[config.mk]
export PLATFORM = sky130hd
export DESIGN_NAME = double_ended_queue
export DESIGN_NICKNAME = d
export VERILOG_FILES = /design/src/rtl/deq_pkg.sv /design/src/rtl/double_ended_queue.sv
export SDC_FILE = /design/constraint.sdc
export NUM_CORES = 1
export LEC_CHECK = 0
export ABC_AREA = 1
export BUFFER_PORTS_ARGS = -buffer_cell sky130_fd_sc_hd__buf_2
export CORE_ASPECT_RATIO = 1.25
export CORE_MARGIN = 1.5
export CORE_UTILIZATION = 40
export CTS_BUF_LIST = sky130_fd_sc_hd__clkbuf_4 sky130_fd_sc_hd__clkbuf_8
export CTS_CLUSTER_SIZE = 16
export DETAILED_ROUTE_END_ITERATION = 6
export GPL_TIMING_DRIVEN = 0
export PLACE_DENSITY = 0.57
export SLEW_MARGIN = 20
export SYNTH_ARGS = -nofsm -noshare
export SYNTH_HDL_FRONTEND = slang
export SYNTH_SLANG_ARGS = --single-unit
[constraint.sdc]
create_clock -name clock -period 5.4 [get_ports clock]
set_clock_uncertainty 0.1 [all_clocks]
set_input_delay 0.81 -clock clock [delete_from_list [all_inputs] [get_ports clock]]
set_output_delay 0.81 -clock clock [all_outputs]
set_load 0.005 [all_outputs]
[src/rtl/deq_pkg.sv]
`timescale 1ns / 1ps
// Shared constants, codes and index helpers for the double-ended queue.
// Used by the queue top level and by its port checker; no dependencies.
package deq_pkg;

   localparam int DEPTH  = 32;
   localparam int IDX_W  = (DEPTH > 1) ? $clog2(DEPTH) : 1;
   localparam int CNT_W  = $clog2(DEPTH + 1);
   localparam int SUM_W  = CNT_W + 1;
   localparam int DATA_W = 32;

   typedef enum logic [2:0] {
      KIND_INS_FRONT = 3'd0,
      KIND_INS_BACK  = 3'd1,
      KIND_DEL_FRONT = 3'd2,
      KIND_DEL_BACK  = 3'd3,
      KIND_DUMP      = 3'd4
   } kind_type;

   typedef enum logic [1:0] {
      STATUS_OK      = 2'd0,
      STATUS_EMPTY   = 2'd1,
      STATUS_FULL    = 2'd2,
      STATUS_INVALID = 2'd3
   } status_type;

   // Next ring position, wrapping at the last entry.
   function automatic logic [IDX_W-1:0] idx_inc(input logic [IDX_W-1:0] idx);
      return (idx == IDX_W'(DEPTH - 1)) ? '0 : idx + IDX_W'(1);
   endfunction

   // Previous ring position, wrapping below the first entry.
   function automatic logic [IDX_W-1:0] idx_dec(input logic [IDX_W-1:0] idx);
      return (idx == '0) ? IDX_W'(DEPTH - 1) : idx - IDX_W'(1);
   endfunction

endpackage

[src/rtl/double_ended_queue.sv]
`timescale 1ns / 1ps
// Double-ended queue of signed 32-bit values in a ring buffer memory.
// Timing: a result is registered in the cycle after its request transaction; the first result
// of a dump passes the read data register and then the result register, the front entry
// being read from memory first. A request is taken while the result register is free or
// being read; a dump holds off new requests up to its last result, one memory port read each.
// Reset (synchronous) empties the queue; memory contents are left as they are. Uses deq_pkg.
module double_ended_queue (
   input  logic        clock,
   input  logic        reset,
   input  logic        req_tvalid,
   output logic        req_tready,
   input  logic [31:0] req_tdata,   // [31:0] value
   input  logic [2:0]  req_tuser,   // [2:0] kind
   output logic        rsp_tvalid,
   input  logic        rsp_tready,
   output logic [31:0] rsp_tdata,   // [31:0] element
   output logic [1:0]  rsp_tuser,   // [1:0] status
   output logic        rsp_tlast
);

   typedef enum logic {
      S_IDLE,
      S_DUMP
   } state_type;

   state_type                     state_ff, state_in;
   logic [deq_pkg::IDX_W-1:0]     front_ff, front_in;
   logic [deq_pkg::CNT_W-1:0]     count_ff, count_in;
   logic [deq_pkg::IDX_W-1:0]     dump_pos_ff, dump_pos_in;
   logic [deq_pkg::CNT_W-1:0]     dump_left_ff, dump_left_in;
   logic                          rsp_valid_ff, rsp_valid_in;
   deq_pkg::status_type           rsp_status_ff, rsp_status_in;
   logic [deq_pkg::DATA_W-1:0]    rsp_element_ff, rsp_element_in;
   logic                          rsp_last_ff, rsp_last_in;

   logic [deq_pkg::DATA_W-1:0]    mem [deq_pkg::DEPTH];
   logic [deq_pkg::DATA_W-1:0]    rd_data_ff;
   logic                          rd_en;
   logic [deq_pkg::IDX_W-1:0]     rd_addr;
   logic                          wr_en;
   logic [deq_pkg::IDX_W-1:0]     wr_addr;

   logic                          out_free;
   logic                          accept;
   logic                          full;
   logic                          empty;
   logic [deq_pkg::SUM_W-1:0]     back_sum;
   logic [deq_pkg::IDX_W-1:0]     back_idx;
   logic [deq_pkg::IDX_W-1:0]     front_dec;
   logic [deq_pkg::IDX_W-1:0]     dump_next;

   assign out_free   = !rsp_valid_ff || rsp_tready;
   assign req_tready = (state_ff == S_IDLE) && out_free;
   assign accept     = req_tvalid && req_tready;
   assign full       = (count_ff == deq_pkg::CNT_W'(deq_pkg::DEPTH));
   assign empty      = (count_ff == '0);
   assign front_dec  = deq_pkg::idx_dec(front_ff);
   assign dump_next  = deq_pkg::idx_inc(dump_pos_ff);

   // The sum stays below twice the depth, so one conditional subtract wraps it.
   assign back_sum = deq_pkg::SUM_W'(front_ff) + deq_pkg::SUM_W'(count_ff);
   assign back_idx = (back_sum >= deq_pkg::SUM_W'(deq_pkg::DEPTH))
                   ? deq_pkg::IDX_W'(back_sum - deq_pkg::SUM_W'(deq_pkg::DEPTH))
                   : deq_pkg::IDX_W'(back_sum);

   always_comb begin
      state_in       = state_ff;
      front_in       = front_ff;
      count_in       = count_ff;
      dump_pos_in    = dump_pos_ff;
      dump_left_in   = dump_left_ff;
      rsp_valid_in   = rsp_valid_ff && !rsp_tready;
      rsp_status_in  = rsp_status_ff;
      rsp_element_in = rsp_element_ff;
      rsp_last_in    = rsp_last_ff;
      wr_en          = 1'b0;
      wr_addr        = front_dec;
      rd_en          = 1'b0;
      rd_addr        = front_ff;

      case (state_ff)
         S_IDLE: begin
            if (accept) begin
               rsp_valid_in   = 1'b1;
               rsp_element_in = '0;
               rsp_last_in    = 1'b1;
               rsp_status_in  = deq_pkg::STATUS_OK;
               case (deq_pkg::kind_type'(req_tuser))
                  deq_pkg::KIND_INS_FRONT: begin
                     if (full) begin
                        rsp_status_in = deq_pkg::STATUS_FULL;
                     end else begin
                        wr_en    = 1'b1;
                        wr_addr  = front_dec;
                        front_in = front_dec;
                        count_in = count_ff + deq_pkg::CNT_W'(1);
                     end
                  end
                  deq_pkg::KIND_INS_BACK: begin
                     if (full) begin
                        rsp_status_in = deq_pkg::STATUS_FULL;
                     end else begin
                        wr_en    = 1'b1;
                        wr_addr  = back_idx;
                        count_in = count_ff + deq_pkg::CNT_W'(1);
                     end
                  end
                  deq_pkg::KIND_DEL_FRONT: begin
                     if (empty) begin
                        rsp_status_in = deq_pkg::STATUS_EMPTY;
                     end else begin
                        front_in = deq_pkg::idx_inc(front_ff);
                        count_in = count_ff - deq_pkg::CNT_W'(1);
                     end
                  end
                  deq_pkg::KIND_DEL_BACK: begin
                     if (empty) begin
                        rsp_status_in = deq_pkg::STATUS_EMPTY;
                     end else begin
                        count_in = count_ff - deq_pkg::CNT_W'(1);
                     end
                  end
                  deq_pkg::KIND_DUMP: begin
                     if (empty) begin
                        rsp_status_in = deq_pkg::STATUS_EMPTY;
                     end else begin
                        // Fetch the front entry now; results follow from the read data register.
                        rsp_valid_in = 1'b0;
                        rd_en        = 1'b1;
                        rd_addr      = front_ff;
                        dump_pos_in  = front_ff;
                        dump_left_in = count_ff;
                        state_in     = S_DUMP;
                     end
                  end
                  default: begin
                     rsp_status_in = deq_pkg::STATUS_INVALID;
                  end
               endcase
            end
         end
         S_DUMP: begin
            // The read data register holds the entry at dump_pos_ff here.
            if (out_free) begin
               rsp_valid_in   = 1'b1;
               rsp_status_in  = deq_pkg::STATUS_OK;
               rsp_element_in = rd_data_ff;
               rsp_last_in    = (dump_left_ff == deq_pkg::CNT_W'(1));
               if (dump_left_ff == deq_pkg::CNT_W'(1)) begin
                  state_in = S_IDLE;
               end else begin
                  rd_en        = 1'b1;
                  rd_addr      = dump_next;
                  dump_pos_in  = dump_next;
                  dump_left_in = dump_left_ff - deq_pkg::CNT_W'(1);
               end
            end
         end
         default: begin
            state_in = S_IDLE;
         end
      endcase
   end

   always_ff @(posedge clock) begin
      if (reset) begin
         state_ff     <= S_IDLE;
         front_ff     <= '0;
         count_ff     <= '0;
         rsp_valid_ff <= 1'b0;
      end else begin
         state_ff     <= state_in;
         front_ff     <= front_in;
         count_ff     <= count_in;
         rsp_valid_ff <= rsp_valid_in;
      end
      dump_pos_ff    <= dump_pos_in;
      dump_left_ff   <= dump_left_in;
      rsp_status_ff  <= rsp_status_in;
      rsp_element_ff <= rsp_element_in;
      rsp_last_ff    <= rsp_last_in;
   end

   always_ff @(posedge clock) begin
      if (wr_en) begin
         mem[wr_addr] <= req_tdata;
      end
      if (rd_en) begin
         rd_data_ff <= mem[rd_addr];
      end
   end

   assign rsp_tvalid = rsp_valid_ff;
   assign rsp_tdata  = rsp_element_ff;
   assign rsp_tuser  = rsp_status_ff;
   assign rsp_tlast  = rsp_last_ff;

endmodule

-- After elaboration in Yosys (flattened, before gate mapping)
Memory sizes are Yosys's and may differ from the RTL's. A register that Yosys moved wholly into a read port is not among the register bits.
Cells that the tools add are included.
- word-level logic and storage cells: 115
- latch bits: 0
- memory bits (read-only): 0
- RAM bits: 1024
- memories kept: 1
- register bits: 59
- multipliers: 0
- shift operators: 0
- eq/ne operators: 17
- divide/modulo/power cells: 0
- muxes and demuxes: 60
- bitwise logic cells: 1
- $add $sub $neg: 8
- reductions and logical operators: 18
- order comparisons: 1
- memory list (memory ; words ; bits a word ; rd ports ; clocked after memory_dff ; write ports ; RTL line ; text):
    mem ; 32 ; 32 ; 1 ; 1 ; 1 ; double_ended_queue.sv:37 ; logic [deq_pkg::DATA_W-1:0] mem [deq_pkg::DEPTH];
- operators with widths (operator ; number):
    $mux 5 ; 17
    $mux 32 ; 2
    $pmux 32 s2 ; 1
    $mux 6 ; 7
    $pmux 5 s2 ; 3
    $pmux 6 s2 ; 2
    $mux 1 ; 19
    $reduce_and 5->1 ; 3
    $ne 2x2->1 const B ; 7
    $sub 6x1->6 const B ; 2
    $add 5x1->5 const B ; 2
    $eq 5x5->1 const B ; 2
    $sub 5x1->5 const B ; 2
    $pmux 1 s2 ; 4
    $pmux 2 s2 ; 2
    $add 5x6->7 ; 1
    $ge 7x6->1 const B ; 1
    $add 6x1->6 const B ; 1
    $eq 3x2->1 const B ; 2
    $eq 6x1->1 const B ; 1
    $eq 6x6->1 const B ; 1
    $logic_not 6->1 ; 1
    $mux 2 ; 3
    $logic_not 5->1 ; 1
    other kinds (12) ; 18

-- Depth between registers and ports, before layout
- depth in word-level cells: 8
- mapped depth: 17
- mapped depth without buffers: 15

-- Worst setup path before layout
OpenSTA, ideal clock, no wires.
- kind: input to register
- from: input rsp_tready
- to: memory mem[20][0] in the netlist's numbering, enable pin
- stages: 12
- data required time: 4.879 ns
- data arrival time: 3.501 ns
- buffers on the path: 0
- path slack: 1.378 ns
- cells stage by stage: inv_2 nand2_1 inv_2 nor2_2 nand2_1 nor3_4 nand2_1 nand2_1 nand2_1 inv_1 nand3_1 nor2_1
- cells in the longest elaborated chain, start to end: 7
- elaborated cells on any way between the ends: 9
- classes of those cells: mux: 6; reduce/logical: 3
- ends and longest elaborated chain (element ; RTL line ; text):
    start, declared ; double_ended_queue.sv:16 ; input logic rsp_tready,
    $logic_or 1x1->1 (*) ; double_ended_queue.sv:53 ; assign out_free = !rsp_valid_ff || rsp_tready;
    $logic_and 1x1->1 (*) ; double_ended_queue.sv:54 ; assign req_tready = (state_ff == S_IDLE) && out_free;
    via req_tready ; double_ended_queue.sv:12 ; output logic req_tready,
    $logic_and 1x1->1 (*) ; double_ended_queue.sv:55 ; assign accept = req_tvalid && req_tready;
    $mux 1 ; double_ended_queue.sv:84 ; if (accept) begin
    $mux 1 ; double_ended_queue.sv:82 ; case (state_ff)
    $mux 1 ; double_ended_queue.sv:186 ; if (wr_en) begin
    $mux 1 (implied by the code) ; double_ended_queue.sv:187 ; mem[wr_addr] <= req_tdata;
    end, declared ; double_ended_queue.sv:37 ;
Mark *: on every way through the listed nets, which the timed path passes. The rest lies on a longest branch.

-- Worst setup path after layout
- from: register dump_pos_ff[0] in the netlist's numbering
- to: register rd_data_ff[31] in the netlist's numbering (read register of mem) (data pin)
- cells in the longest elaborated chain, start to end: 5
- elaborated cells on any way between the ends: 6
- classes of those cells: add/sub: 1; eq/ne: 1; mux: 4
- ends and longest elaborated chain (element ; RTL line ; text):
    start, declared ; double_ended_queue.sv:30 ; logic [deq_pkg::IDX_W-1:0] dump_pos_ff, dump_pos_in;
    start signal, assigned ; double_ended_queue.sv:178 ; dump_pos_ff <= dump_pos_in;
    $add 5x1->5 / $eq 5x5->1 (equally long branches) ; deq_pkg.sv:29 ; return (idx == IDX_W'(DEPTH - 1)) ? '0 : idx + IDX_W'(1);
    $mux 5 (*) ; deq_pkg.sv:29 ;
    $mux 5 (*) ; double_ended_queue.sv:150 ; if (dump_left_ff == deq_pkg::CNT_W'(1)) begin
    $mux 5 (*) ; double_ended_queue.sv:145 ; if (out_free) begin
    $pmux 5 s2 (*) ; double_ended_queue.sv:82 ;
    end, declared ; double_ended_queue.sv:38 ; logic [deq_pkg::DATA_W-1:0] rd_data_ff;
Every way passes the cells marked *; elsewhere a longest branch is shown, timed or not.
A chain may end at the register's enable or synchronous reset.

==> flow_metrics.env <==
export IMPL_areaGrowthSynthToFinish_pct=14.1
export IMPL_grt_first_pass_wirelength_mm=219
export IMPL_min_delay_path_class="in -> reg"
export IMPL_cts_made_buffers=175
export IMPL_grt_overflow_total=0
export IMPL_tritoncts="done"
export IMPL_netlist_instances=4813
export IMPL_final_fill_count=11164
export IMPL_final_period_utilization=0.808
export IMPL_cts_root_buf="sky130_fd_sc_hd__clkbuf_8"
export IMPL_mappedNetlistArea_um2=49300
export IMPL_maxCapViolations=0
export IMPL_layout_min_cycle_time_ns=4.37
export IMPL_post_route_drc_count=0
export IMPL_cts_sink_count=1115
export IMPL_yosys_register_bits=1115
export IMPL_slew_viol_final=0
export IMPL_initial_core_util=0.404
export IMPL_initial_antenna_violation_count=17
export IMPL_finish_net_count=5163
export IMPL_hold_path_cell_count=4
export IMPL_finalHoldViolCount=0
export IMPL_dpl_cell_area_um2=52900
export IMPL_placeableCoreArea_um2=122000
export IMPL_setup_violations=0
export IMPL_ctsLongestPathBuffers=3
export IMPL_die_y_um=395
export IMPL_highest_achievable_clock_rate_mhz=229
export IMPL_die_area_um2=125000
export IMPL_post_layout_nonfiller_instances=6837
export IMPL_placed_cells_incl_taps=6523
export IMPL_portBuffers=74
export IMPL_avgViaCountPerCell=5.08
export IMPL_initialDrtViolationCount=3586
export IMPL_critPathLaunchType="register"
export IMPL_cts_repair_resize_count=0
export IMPL_fin_total_pwr_w=0.0184
export IMPL_run_status="complete, no violations"
export IMPL_setup_worst_path_class="reg -> reg"
export IMPL_grt_usage=0.244
export IMPL_layout_commonest_cell="sky130_fd_sc_hd__nand3_1"
export IMPL_yosys_warnings=0
export IMPL_totalWireLength_mm=153
export IMPL_worst_r2r_setup_slack_ns=1.03
export IMPL_avgSynthCellArea_um2=10.2
export IMPL_max_slew_worst_pin_slew_ns=1.09
export IMPL_die_x_um=317
export IMPL_synth_seq_area_share=0.677
export IMPL_grt_pass1_vias=33045
export IMPL_timing_critical_path_arrival_ns=4.90
export IMPL_dpl_hpwl_mm=104
export IMPL_grt_start_max_net_pins=33
export IMPL_cts_htree_levels=4
export IMPL_critical_path_reg2reg_endpoint="rd_data_ff[31]"
export IMPL_p_leak_nw=24.3
export IMPL_netlist_cell_type_count=31
export IMPL_detail_route_first_pass_iterations=6
export IMPL_postRouteAntennaNets=0
export IMPL_ir_worst_vdd_mv=0.240
export IMPL_rsz0062_at_grt="false"
export IMPL_worst_r2r_startpoint="dump_pos_ff[0]"
export IMPL_final_cell_mix="sky130_fd_sc_hd__nand3_1 (1144), sky130_fd_sc_hd__edfxtp_1 (1102), sky130_fd_sc_hd__inv_1 (1087), sky130_fd_sc_hd__nand2_1 (1056), sky130_fd_sc_hd__buf_2 (247)"
export IMPL_final_cell_area_um2=56200
export IMPL_maxSlewHeadroom=0.267
export IMPL_rows=143
export IMPL_worst_hold_path_endpoint="state_ff"
export IMPL_fin_hold_ws_ns=0.310
export IMPL_endpoint_kind="register"
export IMPL_worst_skew_pair_late_latency_ns=0.88
export IMPL_post_route_util=0.462
export IMPL_post_cts_buffers=0
export IMPL_timing_reg2reg_worst_path_depth=16
export IMPL_timing_critical_path_required_ns=5.93
export IMPL_finalWeightedCongestion=0.878
export IMPL_cp_max_fo=10
export IMPL_fraction_of_layout_instances_using_a_drive_strength_above_1=0.116
export IMPL_dr_total_vias=34733
export IMPL_clk_pin_slew_worst_paths_ns=0.06
export IMPL_launch_instance_of_the_worst_min_delay_path="req_tuser[1]"
export IMPL_post_drt_wl_per_cell_um=22.4
export IMPL_pin_count=76
export IMPL_syn_num_nets=4869
export IMPL_power_per_cell_area_nw_per_um2=328
[per-stage QoR]
step,TNS (ns),worst slack (ns)
after floorplan,0,1.38
after global placement,-715.48,-1.10
after detailed placement,0,0.725
after CTS,0,1.12
after global routing,0,0.935
final,0,1.03
[cell type report]
| type | count | area (um2) | area share |
|---|---|---|---|
| antenna | 2 | 5.00 | 0.0000890 |
| buffer | 246 | 1150 | 0.0205 |
| clock buffer | 238 | 2890 | 0.0515 |
| clock inverter | 72 | 427 | 0.00759 |
| inverter | 1094 | 4110 | 0.0730 |
| multi-input combinational | 2358 | 10900 | 0.194 |
| sequential | 1115 | 33400 | 0.593 |
| tap | 1595 | 2000 | 0.0355 |
| timing repair buffer | 117 | 1400 | 0.0249 |
[synthesized netlist by cell type, drive strengths merged]
master     n  share of area
nand3   1146           0.12
edfxtp  1102           0.67
inv     1094          0.083
nand2   1061          0.081
buf      197          0.020
nor2      57         0.0044
clkbuf    49         0.0037
o21ai     33         0.0035
a21oi     21         0.0024
ha        15         0.0038
dfxtp     13         0.0053
xnor2      8         0.0014
xor2       6         0.0011
nor3       3        0.00053
a211oi     2        0.00030
fa         2        0.00081
a31oi      1        0.00013
nor3b      1        0.00015
o22ai      1        0.00013
or2        1        0.00013
[kinds of logic after synthesis]
group,share of synthesized area
flip-flops,0.677
buffers and inverters,0.107
AO/OA/AOI/OAI,0.00642
adder cells (fa/ha/maj),0.00462
XOR/XNOR,0.00249
AND/OR/NAND/NOR,0.203
[where the power goes]
part / internal (W) / leakage (nW) / total, W / switching (W)
registers: 0.00961 / 10.1 / 0.00963 / 0.0000284
clock network: 0.00361 / 1.75 / 0.00696 / 0.00335
logic: 0.000435 / 12.5 / 0.00184 / 0.00140
[worst max path at each step]
stage,startpoint,end,slack [ns]
final,dump_pos_ff[0],rd_data_ff[31],1.03
after global routing,dump_pos_ff[0],rd_data_ff[12],0.94
after CTS,dump_pos_ff[0],rd_data_ff[11],1.12
after detailed placement,rsp_tready,mem[13][19],0.73
after global placement,rsp_tready,mem[13][19],-1.10
after floorplan,rsp_tready,mem[20][0],1.38
[timing repair]
item,CTS,global route
setup endpoints to repair,0,0
hold buffers,2,0
endpoints found under the hold margin,2,0
[registers in the layout, indices dropped and copies added, names as in the netlist]
name / cells
mem: 1024
rd_data_ff: 32
rsp_tdata: 32
count_ff: 6
dump_left_ff: 6
dump_pos_ff: 5
front_ff: 5
rsp_tuser: 2
rsp_tlast: 1
rsp_tvalid: 1
state_ff: 1
[per-layer routing]
| metal | vias up | track usage | share of wire |
|---|---|---|---|
| met5 | - | 0 | 0.00016 |
| met4 | 4 | 0.122 | 0.051 |
| met3 | 348 | 0.0428 | 0.071 |
| met2 | 1449 | 0.419 | 0.50 |
| met1 | 16722 | 0.294 | 0.38 |
| li1 | 16210 | - | - |
[worst max-delay path, cell delays in order, from the launching register on]
cell and delay [ns]:
sky130_fd_sc_hd__edfxtp_1 0.41, sky130_fd_sc_hd__ha_1 0.24, sky130_fd_sc_hd__nand2_1 0.07, sky130_fd_sc_hd__nor2_1 0.04
sky130_fd_sc_hd__ha_1 0.21, sky130_fd_sc_hd__nor2_1 0.23, sky130_fd_sc_hd__nand3_2 0.45, sky130_fd_sc_hd__nand2_2 0.33
sky130_fd_sc_hd__buf_2 0.53, sky130_fd_sc_hd__buf_2 0.44, sky130_fd_sc_hd__nand2_1 0.09, sky130_fd_sc_hd__nand3_1 0.12
sky130_fd_sc_hd__nand3_1 0.22, sky130_fd_sc_hd__nand3_1 0.33, sky130_fd_sc_hd__nand2_1 0.14, sky130_fd_sc_hd__nand2_1 0.09
sky130_fd_sc_hd__nand2_1 0.06
(Power assumes the default switching activity.)
